## src/hw/rtl/owm_pkg.sv

```systemverilog
// Package with the shared types, codes and phase functions of the one-wire byte engine.
`default_nettype none

package owm_pkg;

  // Command codes carried in the op field of an input beat.
  typedef enum logic [1:0] {
    OP_NONE  = 2'd0,
    OP_RESET = 2'd1,
    OP_WRITE = 2'd2,
    OP_READ  = 2'd3
  } owm_op_t;

  // Bus sequencing phases.
  typedef enum logic [3:0] {
    PH_IDLE  = 4'd0,
    PH_RPRE  = 4'd1,
    PH_RLOW  = 4'd2,
    PH_RWAIT = 4'd3,
    PH_RREC  = 4'd4,
    PH_WPRE  = 4'd5,
    PH_WLOW  = 4'd6,
    PH_WREL  = 4'd7,
    PH_WGAP  = 4'd8,
    PH_DPRE  = 4'd9,
    PH_DLOW  = 4'd10,
    PH_DSMP  = 4'd11,
    PH_DTAIL = 4'd12
  } owm_phase_t;

  // Configuration register indexes.
  typedef enum logic [2:0] {
    REG_RESET_LOW      = 3'd0,
    REG_RESET_RECOVERY = 3'd1,
    REG_ZERO_LOW       = 3'd2,
    REG_ONE_LOW        = 3'd3,
    REG_ONE_RELEASE    = 3'd4,
    REG_READ_LOW       = 3'd5,
    REG_READ_SAMPLE    = 3'd6,
    REG_READ_TAIL      = 3'd7
  } owm_reg_t;

  localparam int TICK_W = 10;
  localparam int SLOT_W = 8;
  localparam int BYTE_W = 8;
  localparam int BIT_W  = 3;

  localparam logic [TICK_W-1:0] RESET_PRE_TICKS = 10'd20;
  localparam logic [TICK_W-1:0] SLOT_PRE_TICKS  = 10'd1;
  localparam logic [TICK_W-1:0] ZERO_REL_TICKS  = 10'd1;
  localparam logic [TICK_W-1:0] WRITE_GAP_TICKS = 10'd10;
  localparam logic [BIT_W-1:0]  LAST_BIT        = 3'd7;

  localparam logic [TICK_W-1:0] RESET_LOW_DEF      = 10'd550;
  localparam logic [TICK_W-1:0] RESET_RECOVERY_DEF = 10'd500;
  localparam logic [SLOT_W-1:0] ZERO_LOW_DEF       = 8'd55;
  localparam logic [SLOT_W-1:0] ONE_LOW_DEF        = 8'd5;
  localparam logic [SLOT_W-1:0] ONE_RELEASE_DEF    = 8'd55;
  localparam logic [SLOT_W-1:0] READ_LOW_DEF       = 8'd4;
  localparam logic [SLOT_W-1:0] READ_SAMPLE_DEF    = 8'd8;
  localparam logic [SLOT_W-1:0] READ_TAIL_DEF      = 8'd64;

  // A phase end can fall through at most this many zero-length phases.
  localparam int ENTER_STEPS = 4;

  typedef struct packed {
    logic [TICK_W-1:0] reset_low;
    logic [TICK_W-1:0] reset_recovery;
    logic [SLOT_W-1:0] zero_low;
    logic [SLOT_W-1:0] one_low;
    logic [SLOT_W-1:0] one_release;
    logic [SLOT_W-1:0] read_low;
    logic [SLOT_W-1:0] read_sample;
    logic [SLOT_W-1:0] read_tail;
  } owm_cfg_t;

  typedef struct packed {
    owm_phase_t        phase;
    logic [TICK_W-1:0] tick_count;
    logic [BYTE_W-1:0] shift_byte;
    logic [BIT_W-1:0]  bit_index;
    logic [BYTE_W-1:0] read_byte;
  } owm_state_t;

  typedef struct packed {
    logic              drive_low;
    logic              busy;
    logic              done;
    logic [BYTE_W-1:0] read_data;
  } owm_res_t;

  // Length of a phase in ticks; zero means the phase is skipped.
  function automatic logic [TICK_W-1:0] phase_len(owm_phase_t p, logic one, owm_cfg_t c);
    logic [TICK_W-1:0] len;
    len = '0;
    unique case (p)
      PH_RPRE:  len = RESET_PRE_TICKS;
      PH_RLOW:  len = c.reset_low;
      PH_RREC:  len = c.reset_recovery;
      PH_WPRE:  len = SLOT_PRE_TICKS;
      PH_WLOW:  len = {2'b00, (one ? c.one_low : c.zero_low)};
      PH_WREL:  len = one ? {2'b00, c.one_release} : ZERO_REL_TICKS;
      PH_WGAP:  len = WRITE_GAP_TICKS;
      PH_DPRE:  len = SLOT_PRE_TICKS;
      PH_DLOW:  len = {2'b00, c.read_low};
      PH_DSMP:  len = {2'b00, c.read_sample};
      PH_DTAIL: len = {2'b00, c.read_tail};
      default:  len = '0;
    endcase
    return len;
  endfunction

  // Work done when a phase runs out, and the phase that follows it.
  function automatic owm_state_t end_phase(owm_state_t s, logic bus);
    owm_state_t r;
    r = s;
    unique case (s.phase)
      PH_RPRE:  r.phase = PH_RLOW;
      PH_RLOW:  r.phase = PH_RWAIT;
      PH_RWAIT: r.phase = PH_RREC;
      PH_WPRE:  r.phase = PH_WLOW;
      PH_WLOW:  r.phase = PH_WREL;
      PH_WREL: begin
        if (s.bit_index == LAST_BIT) begin
          r.phase = PH_WGAP;
        end else begin
          r.bit_index  = s.bit_index + 3'd1;
          r.shift_byte = {1'b0, s.shift_byte[BYTE_W-1:1]};
          r.phase      = PH_WPRE;
        end
      end
      PH_DPRE:  r.phase = PH_DLOW;
      PH_DLOW:  r.phase = PH_DSMP;
      PH_DSMP: begin
        r.shift_byte = {bus, s.shift_byte[BYTE_W-1:1]};
        r.phase      = PH_DTAIL;
      end
      PH_DTAIL: begin
        if (s.bit_index == LAST_BIT) begin
          r.read_byte = s.shift_byte;
          r.phase     = PH_IDLE;
        end else begin
          r.bit_index = s.bit_index + 3'd1;
          r.phase     = PH_DPRE;
        end
      end
      default:  r.phase = PH_IDLE;
    endcase
    return r;
  endfunction

  // Enter a phase, falling through any phase whose length is zero.
  function automatic owm_state_t enter_phase(owm_state_t s, logic bus, owm_cfg_t c);
    owm_state_t        r;
    logic              settled;
    logic [TICK_W-1:0] len;
    r       = s;
    settled = 1'b0;
    len     = '0;
    for (int i = 0; i < ENTER_STEPS; i++) begin
      if (!settled) begin
        if (r.phase == PH_IDLE || r.phase == PH_RWAIT) begin
          r.tick_count = '0;
          settled      = 1'b1;
        end else begin
          len = phase_len(r.phase, r.shift_byte[0], c);
          if (len != '0) begin
            r.tick_count = len;
            settled      = 1'b1;
          end else begin
            r = end_phase(r, bus);
          end
        end
      end
    end
    return r;
  endfunction

endpackage

`default_nettype wire

```

## src/hw/rtl/owm_cfg.sv

```systemverilog
// Timing configuration registers of the one-wire byte engine.
`default_nettype none

module owm_cfg (
  input  wire logic                      clk,
  input  wire logic                      rst,
  input  wire logic                      cfg_valid,
  output logic                           cfg_ready,
  input  wire logic [2:0]                cfg_index,
  input  wire logic [owm_pkg::TICK_W-1:0] cfg_data,
  output owm_pkg::owm_cfg_t              cfg
);
  import owm_pkg::*;

  assign cfg_ready = 1'b1;

  always_ff @(posedge clk) begin
    if (rst) begin
      cfg.reset_low      <= RESET_LOW_DEF;
      cfg.reset_recovery <= RESET_RECOVERY_DEF;
      cfg.zero_low       <= ZERO_LOW_DEF;
      cfg.one_low        <= ONE_LOW_DEF;
      cfg.one_release    <= ONE_RELEASE_DEF;
      cfg.read_low       <= READ_LOW_DEF;
      cfg.read_sample    <= READ_SAMPLE_DEF;
      cfg.read_tail      <= READ_TAIL_DEF;
    end else if (cfg_valid) begin
      unique case (owm_reg_t'(cfg_index))
        REG_RESET_LOW:      cfg.reset_low      <= cfg_data;
        REG_RESET_RECOVERY: cfg.reset_recovery <= cfg_data;
        REG_ZERO_LOW:       cfg.zero_low       <= cfg_data[SLOT_W-1:0];
        REG_ONE_LOW:        cfg.one_low        <= cfg_data[SLOT_W-1:0];
        REG_ONE_RELEASE:    cfg.one_release    <= cfg_data[SLOT_W-1:0];
        REG_READ_LOW:       cfg.read_low       <= cfg_data[SLOT_W-1:0];
        REG_READ_SAMPLE:    cfg.read_sample    <= cfg_data[SLOT_W-1:0];
        REG_READ_TAIL:      cfg.read_tail      <= cfg_data[SLOT_W-1:0];
        default:            cfg.reset_low      <= cfg.reset_low;
      endcase
    end
  end

endmodule

`default_nettype wire

```

## src/hw/rtl/owm_seq.sv

```systemverilog
// Bus phase sequencer: holds the command state and advances it by one tick per enable.
`default_nettype none

module owm_seq (
  input  wire logic                      clk,
  input  wire logic                      rst,
  input  wire logic                      en,
  input  wire logic [1:0]                op,
  input  wire logic [owm_pkg::BYTE_W-1:0] write_data,
  input  wire logic                      bus_level,
  input  wire owm_pkg::owm_cfg_t         cfg,
  output owm_pkg::owm_res_t              res
);
  import owm_pkg::*;

  owm_state_t state;
  owm_state_t cmd_state;
  owm_state_t state_next;

  always_ff @(posedge clk) begin
    if (rst) begin
      state <= '{phase: PH_IDLE, default: '0};
    end else if (en) begin
      state <= state_next;
    end
  end

  // A command is taken only while idle; its tick is the first tick of the command.
  always_comb begin
    cmd_state = state;
    if (state.phase == PH_IDLE) begin
      cmd_state.bit_index = '0;
      unique case (owm_op_t'(op))
        OP_RESET: begin
          cmd_state.phase      = PH_RPRE;
          cmd_state.tick_count = RESET_PRE_TICKS;
        end
        OP_WRITE: begin
          cmd_state.phase      = PH_WPRE;
          cmd_state.shift_byte = write_data;
          cmd_state.tick_count = SLOT_PRE_TICKS;
        end
        OP_READ: begin
          cmd_state.phase      = PH_DPRE;
          cmd_state.shift_byte = '0;
          cmd_state.tick_count = SLOT_PRE_TICKS;
        end
        default: cmd_state = state;
      endcase
    end
  end

  // Next state: count down the current phase and move on when it runs out.
  always_comb begin
    owm_state_t dec;
    dec        = cmd_state;
    state_next = cmd_state;
    if (cmd_state.phase == PH_RWAIT) begin
      if (!bus_level) begin
        state_next = enter_phase(end_phase(cmd_state, bus_level), bus_level, cfg);
      end
    end else if (cmd_state.phase != PH_IDLE) begin
      dec.tick_count = cmd_state.tick_count - 10'd1;
      if (dec.tick_count == '0) begin
        state_next = enter_phase(end_phase(dec, bus_level), bus_level, cfg);
      end else begin
        state_next = dec;
      end
    end
  end

  // Outputs of this tick.
  always_comb begin
    res.busy      = (cmd_state.phase != PH_IDLE);
    res.drive_low = (cmd_state.phase == PH_RLOW) || (cmd_state.phase == PH_WLOW) ||
                    (cmd_state.phase == PH_DLOW);
    res.done      = res.busy && (state_next.phase == PH_IDLE);
    res.read_data = state_next.read_byte;
  end

endmodule

`default_nettype wire

```

## src/hw/rtl/one_wire_master_byte_engine.sv

```systemverilog
// Top level of the one-wire bus master byte engine: stream ports, tick register, result register.
// Path: a tick beat is taken into the tick register, the sequencer works on the
//   tick register and its result is captured in the result register.
// Throughput is one tick beat per cycle while results are taken; the sequencer settles in one pass.
// Back pressure on the result side stalls the tick register and so the sequencer.
// Reset (rst, synchronous, active high) empties both registers, returns the sequencer to idle
//   with a cleared read byte, and loads the timing registers with their default values.
`default_nettype none

module one_wire_master_byte_engine (
  input  wire logic        clk,
  input  wire logic        rst,
  // Tick beats in.
  input  wire logic        s_tvalid,
  output logic             s_tready,
  input  wire logic [15:0] s_tdata,  // [1:0] op, [9:2] write_data, [10] bus_level, rest zero
  // Result beats out.
  output logic             m_tvalid,
  input  wire logic        m_tready,
  output logic [15:0]      m_tdata,  // [0] drive_low, [1] busy_res, [2] done_res,
                                     // [10:3] read_data, rest zero
  // Timing register writes.
  input  wire logic        cfg_valid,
  output logic             cfg_ready,
  input  wire logic [2:0]  cfg_index,
  input  wire logic [9:0]  cfg_data
);
  import owm_pkg::*;

  // Tick register: holds one beat until the sequencer has consumed it.
  logic              in_valid;
  logic [1:0]        in_op;
  logic [BYTE_W-1:0] in_data;
  logic              in_bus;

  // The sequencer steps whenever a tick is held and the result register can take its result.
  logic     advance;
  owm_cfg_t cfg;
  owm_res_t res;

  assign advance  = in_valid && (!m_tvalid || m_tready);
  assign s_tready = !in_valid || advance;

  always_ff @(posedge clk) begin
    if (rst) begin
      in_valid <= 1'b0;
    end else if (s_tready) begin
      in_valid <= s_tvalid;
    end
  end

  always_ff @(posedge clk) begin
    if (s_tvalid && s_tready) begin
      in_op   <= s_tdata[1:0];
      in_data <= s_tdata[9:2];
      in_bus  <= s_tdata[10];
    end
  end

  owm_cfg u_cfg (
    .clk       (clk),
    .rst       (rst),
    .cfg_valid (cfg_valid),
    .cfg_ready (cfg_ready),
    .cfg_index (cfg_index),
    .cfg_data  (cfg_data),
    .cfg       (cfg)
  );

  owm_seq u_seq (
    .clk        (clk),
    .rst        (rst),
    .en         (advance),
    .op         (in_op),
    .write_data (in_data),
    .bus_level  (in_bus),
    .cfg        (cfg),
    .res        (res)
  );

  // Result register: a new result is captured in the same cycle that the waiting beat leaves.
  always_ff @(posedge clk) begin
    if (rst) begin
      m_tvalid <= 1'b0;
    end else if (advance) begin
      m_tvalid <= 1'b1;
    end else if (m_tready) begin
      m_tvalid <= 1'b0;
    end
  end

  always_ff @(posedge clk) begin
    if (advance) begin
      m_tdata <= {5'd0, res.read_data, res.done, res.busy, res.drive_low};
    end
  end

endmodule

`default_nettype wire

```

## config.mk

```make
export PLATFORM = sky130hd
export DESIGN_NAME = one_wire_master_byte_engine
export DESIGN_NICKNAME = d
export VERILOG_FILES = /design/src/hw/rtl/owm_pkg.sv /design/src/hw/rtl/owm_cfg.sv /design/src/hw/rtl/owm_seq.sv /design/src/hw/rtl/one_wire_master_byte_engine.sv
export SDC_FILE = /design/constraint.sdc
export NUM_CORES = 1
export LEC_CHECK = 0
export BUFFER_PORTS_ARGS = -buffer_cell sky130_fd_sc_hd__buf_2
export CAP_MARGIN = 0
export CORE_AREA = 2 2 162 164
export DETAILED_ROUTE_END_ITERATION = 8
export DIE_AREA = 0 0 164 166
export GPL_TIMING_DRIVEN = 1
export HOLD_SLACK_MARGIN = 0.06
export PLACE_DENSITY = 0.49
export SLEW_MARGIN = 20
export SYNTH_ARGS = -nofsm -noshare
export SYNTH_HDL_FRONTEND = slang
export SYNTH_HIERARCHICAL = 1
export SYNTH_SLANG_ARGS = --single-unit
```

## constraint.sdc

```tcl
create_clock -name clk -period 19.5 [get_ports clk]
set_input_delay 0.975 -clock clk [delete_from_list [all_inputs] [get_ports clk]]
set_output_delay 0.975 -clock clk [all_outputs]
set_load 0.05 [all_outputs]
```

Yosys cells after proc, flatten, opt, wreduce, memory -nomap -nowiden
Cells that the tools add are included.
{"block": "totals", "latchBits": 0, "mem_bits_ro": 0, "out_inout_bits": 19, "memories": 0, "reg_bits": 125, "mem_bits_rw": 0}
{"block": "classes", "mux": 265, "magnitude_cmp": 0, "n_addsub": 10, "reduce_logical": 56, "eq_ne": 125, "n_mul": 0, "n_div": 0, "shifts": 0, "bitwise": 0}
{"op": "33-bit 2-to-1 mux", "n": 26}
{"op": "10-bit case mux with 10 select lines", "n": 8}
{"op": "10-bit 2-to-1 mux", "n": 50}
{"op": "4-bit case mux with 10 select lines", "n": 8}
{"op": "8-bit 2-to-1 mux", "n": 39}
{"op": "19-bit 2-to-1 mux", "n": 16}
{"op": "4-bit == test, second input constant", "n": 44}
{"op": "8-bit case mux with 2 select lines", "n": 11}
{"op": "4-bit 2-to-1 mux", "n": 39}
{"op": "4-bit by 3-bit == test with 1-bit output, second input constant", "n": 35}
{"op": "11-bit 2-to-1 mux", "n": 10}
{"op": "10-bit nonzero test", "n": 8}
{"op": "4-bit by 2-bit == test with 1-bit output, second input constant", "n": 18}
{"op": "3-bit case mux with 2 select lines", "n": 9}
{"op": "3-bit 2-to-1 mux", "n": 14}
{"op": "14-bit case mux with 3 select lines", "n": 1}
{"op": "4-bit zero test", "n": 10}
{"op": "3-bit == test, second input constant", "n": 13}
{"op": "4-bit by 1-bit == test with 1-bit output, second input constant", "n": 9}
{"op": "4-bit case mux with 9 select lines", "n": 1}
{"op": "1-bit 2-to-1 mux", "n": 33}
{"op": "3-bit by 1-bit adder with 3-bit output, second input constant", "n": 9}
{"op": "2-bit AND reduction", "n": 8}
{"op": "2-bit OR reduction", "n": 8}
{"op": "13 further kinds", "n": 29}

Longest topological paths before layout
{"block": "logic_depth", "ltp_word": 70, "depth_mapped": 34}

Cells and area by module
Netlist, hierarchy kept.
{"module": "owm_seq", "area_per_inst_um2": 5257.5, "cells_per_inst": 764, "instances": 1}
{"module": "owm_cfg", "area_per_inst_um2": 2722.6, "cells_per_inst": 258, "instances": 1}
{"module": "one_wire_master_byte_engine", "area_per_inst_um2": 805.8, "cells_per_inst": 38, "instances": 1}

Worst setup path after synthesis
No wires, ideal clock.
{"block": "synth_timing", "path_kind": "reg2reg", "from": "register in_op[1]", "to": "register m_tdata[4], data pin", "period_less_slack_ns": 7.162, "path_stages_with_launch": 26, "setup_slack_ns": 12.338, "arrival_time_ns": 6.911, "t_required_ns": 19.249, "cell_sequence": "edfxtp_1 > or2_2 > nand2_1 > clkbuf_1 > nand2_1 > inv_1 > ha_1 > a21boi_4 > a21oi_1 > nand2b_1 > clkbuf_1 > mux2_4 > a221o_1 > or4_4 > nor3_4 > mux2i_1 > nor4_2 > a221o_1 > or4_1 > nor4_1 > o311ai_1 > or4_1 > buf_4 > mux2i_1 > mux2_2 > buf_4"}
{"element": "start: declaration", "line_no": "one_wire_master_byte_engine.sv:32", "text": "logic [1:0] in_op;"}
{"element": "start signal: assignment", "line_no": "one_wire_master_byte_engine.sv:54", "text": "in_op <= s_tdata[1:0];"}
{"element": "end signal: assignment", "line_no": "one_wire_master_byte_engine.sv:94", "text": "m_tdata <= {5'd0, res.read_data, res.done, res.busy, res.drive_low};"}
{"element": "end: declaration", "line_no": "one_wire_master_byte_engine.sv:20", "text": "output logic [15:0] m_tdata,"}

==> flow_summary.json <==
{
  "status": "finished clean",
  "core_area_um2": 25620,
  "vias": 8069,
  "min_period_ps": 9357,
  "post-cts-setup-buffer-count": 0,
  "synth-edff-count": 22,
  "htree_levels": 4,
  "ys_ff_latch": 125,
  "worstMarginPinSlew_ps": 1046,
  "firstDrtPassIters": 5,
  "grt_max_degree": 96,
  "io_pins": 53,
  "synthFlopType": "dfxtp_1",
  "final_cell_mix": "nor2_1 (122), mux2i_1 (106), dfxtp_1 (103)",
  "syn_area_um2": 8786,
  "crit_slowest_cell": "a2111oi_4",
  "slew_viol_final": 0,
  "cts_buffers": 17,
  "die_area_um2": 27220,
  "cp-end-kind": "register",
  "setup_viol": 0,
  "overflow": 0,
  "grt_pass1_vias": 7648,
  "die_h_um": 166,
  "post_cts_resized": 0,
  "avgViaCountPerCell": 5.764,
  "clk_pin_slew_ps": 70,
  "antenna_found_initial": 0,
  "fin_nets": 1092,
  "hold_class": "reg -> reg",
  "layout.cells.most_common": "nor2_1",
  "fp.dieW_um": 164,
  "syn_inst": 1060,
  "seqCellArea_um2": 2723,
  "root_buffer": "clkbuf_16",
  "drt_iter0_markers": 635,
  "area_growth_pct": 10.51,
  "clk_latency_ps": 430,
  "drive_gt1_frac": 0.1286,
  "diodes": 0,
  "dp_hpwl_um": 20990,
  "hold_buffers": 0,
  "yosysSeqAreaShare": 0.3099,
  "synth_warnings": 6,
  "synth.avg_cell_area_um2": 8.289,
  "drtAntennaViolNets": 0,
  "stdcell_count": 1400,
  "fin_skew_ps": 17.45,
  "rows": 59,
  "synthTopCellsByArea": "dfxtp_1 (23%), mux2i_1 (12%), edfxtp_1 (7.5%), nor2_1 (5.2%), nand2b_1 (4.4%)",
  "fin_area_um2": 9709,
  "fillCellCount": 2642,
  "grt_pass1_wl_um": 44730,
  "critPathTopFamily": "simple AND/OR/NAND/NOR gates",
  "netlist.area_leader.share": 0.2347,
  "clk_path_buf_depth": 2,
  "grt_use_total": 0.2109,
  "yosys.area.top_type": "dfxtp_1",
  "route.detailed.drc": 0,
  "path_buf_inv": 2,
  "peakVddDrop_mv": 0.04499,
  "start_util": 0.3430,
  "yosys.cell_types.count": 93,
  "utilization": 0.3790,
  "startpoint_type": "register",
  "finalWirelength_um": 28770,
  "multi_input_area_um2": 5610,
  "rsz0062_at_grt": "no",
  "dpl.cell_count": 1368,
  "max_cap_violations": 0,
  "cts_tree": "built",
  "cp_max_fo": 21,
  "drt-wirelength-per-cell_um": 20.55,
  "cp.required_ps": 19670,
  "power_leakage_nw": 3.852,
  "globalplace.congestion": 0.8620,
  "hold_viol": 0,
  "io_buffers": 41,
  "power_density_nw_per_um2": 83.62,
  "worstSetupPathType": "reg -> reg",
  "max_freq_ghz": 0.1069,
  "fin_crit_sh": 0.4798,
  "maxSlewHeadroom": 0.2976,
  "crit_top_cell": "o21ai_0",
  "clock_sinks": 125,
  "arrival_ps": 9530,
  "setup_tns_ps": 0,
  "async_flop_share": 0,
  "placed_area_um2": 9110,
  "cp_slowest_stage_delay_ps": 960
}
[metal layers]
metal  wire length, um  GRT usage  vias up
met5                 0          0        -
met4               405    0.05149        0
met3              1421    0.02997       28
met2             13550     0.3376      243
met1             13400     0.2983     3900
li1                  -          -     3898
[where the power goes]
part / leakage, nW / internal [mW] / switching, mW
combinational: 2.52 / 0.0659 / 0.133
sequential: 1.05 / 0.272 / 0.0107
clock: 0.287 / 0.183 / 0.148
[cells in the mapped netlist (18+ instances only)]
master and instances:
o21ai_0 50, nand2_1 90, edfxtp_1 22, nor2_1 122
a21oi_1 57, nand2b_1 62, clkbuf_1 50, dfxtp_1 103
nor3_1 27, inv_1 24, mux2_2 21, o211ai_1 18
mux2i_1 106
[flip-flops by register name, summed over array words and instances (netlist names)]
| signal | count |
|---|---|
| in_bus | 1 |
| in_op | 2 |
| m_tdata | 11 |
| in_data | 8 |
| u_seq/state | 33 |
| u_cfg/cfg | 68 |
| in_valid | 1 |
| m_tvalid | 1 |
[cells by family after synthesis]
| kind of cell | share of synthesized area |
|---|---|
| buffers and inverters | 0.05597 |
| XOR/XNOR | 0.006978 |
| AO/OA/AOI/OAI | 0.2101 |
| AND/OR/NAND/NOR | 0.2542 |
| adder cells (fa/ha/maj) | 0.008544 |
| other | 0.0008548 |
| flip-flops | 0.3099 |
| multiplexers | 0.1535 |
[worst min-delay path, cell delays in order (launching register included)]
cell,delay (ps)
dfxtp_1,310
nand2_1,60
a21oi_1,50
[stage by stage]
step                hold WS [ps]  setup slack [ps]  total power, mW
finish                     460.4             10140           0.8119
global route               495.3              9382           0.8467
CTS                        465.2              9997           0.8146
detailed placement         454.8             10050           0.4834
global placement           451.3              9984           0.4832
floorplan                  439.7             12340           0.4343
[final cells by class]
class / count / share of cell area
Sequential cell: 125 / 0.2804
Tap cell: 335 / 0.04317
Clock buffer: 17 / 0.04381
Multi-Input combinational cell: 833 / 0.5778
Timing Repair Buffer: 50 / 0.02809
Inverter: 25 / 0.009665
Clock inverter: 15 / 0.01701
[final timing paths]
check                                                   from                      endpoint  slack (ps)  depth (start not counted)
worst max register to register  u_seq/state[29]$_SDFFE_PP0P_         m_tdata[10]$_DFFE_PP_       10140                         25
worst min register to register  u_seq/state[17]$_SDFFE_PP0P_  u_seq/state[17]$_SDFFE_PP0P_         460                          2
worst min-delay path            u_seq/state[17]$_SDFFE_PP0P_  u_seq/state[17]$_SDFFE_PP0P_         460                          2
worst max-delay path            u_seq/state[29]$_SDFFE_PP0P_         m_tdata[10]$_DFFE_PP_       10140                         25
No activity file was read; power rests on OpenSTA's default activity.
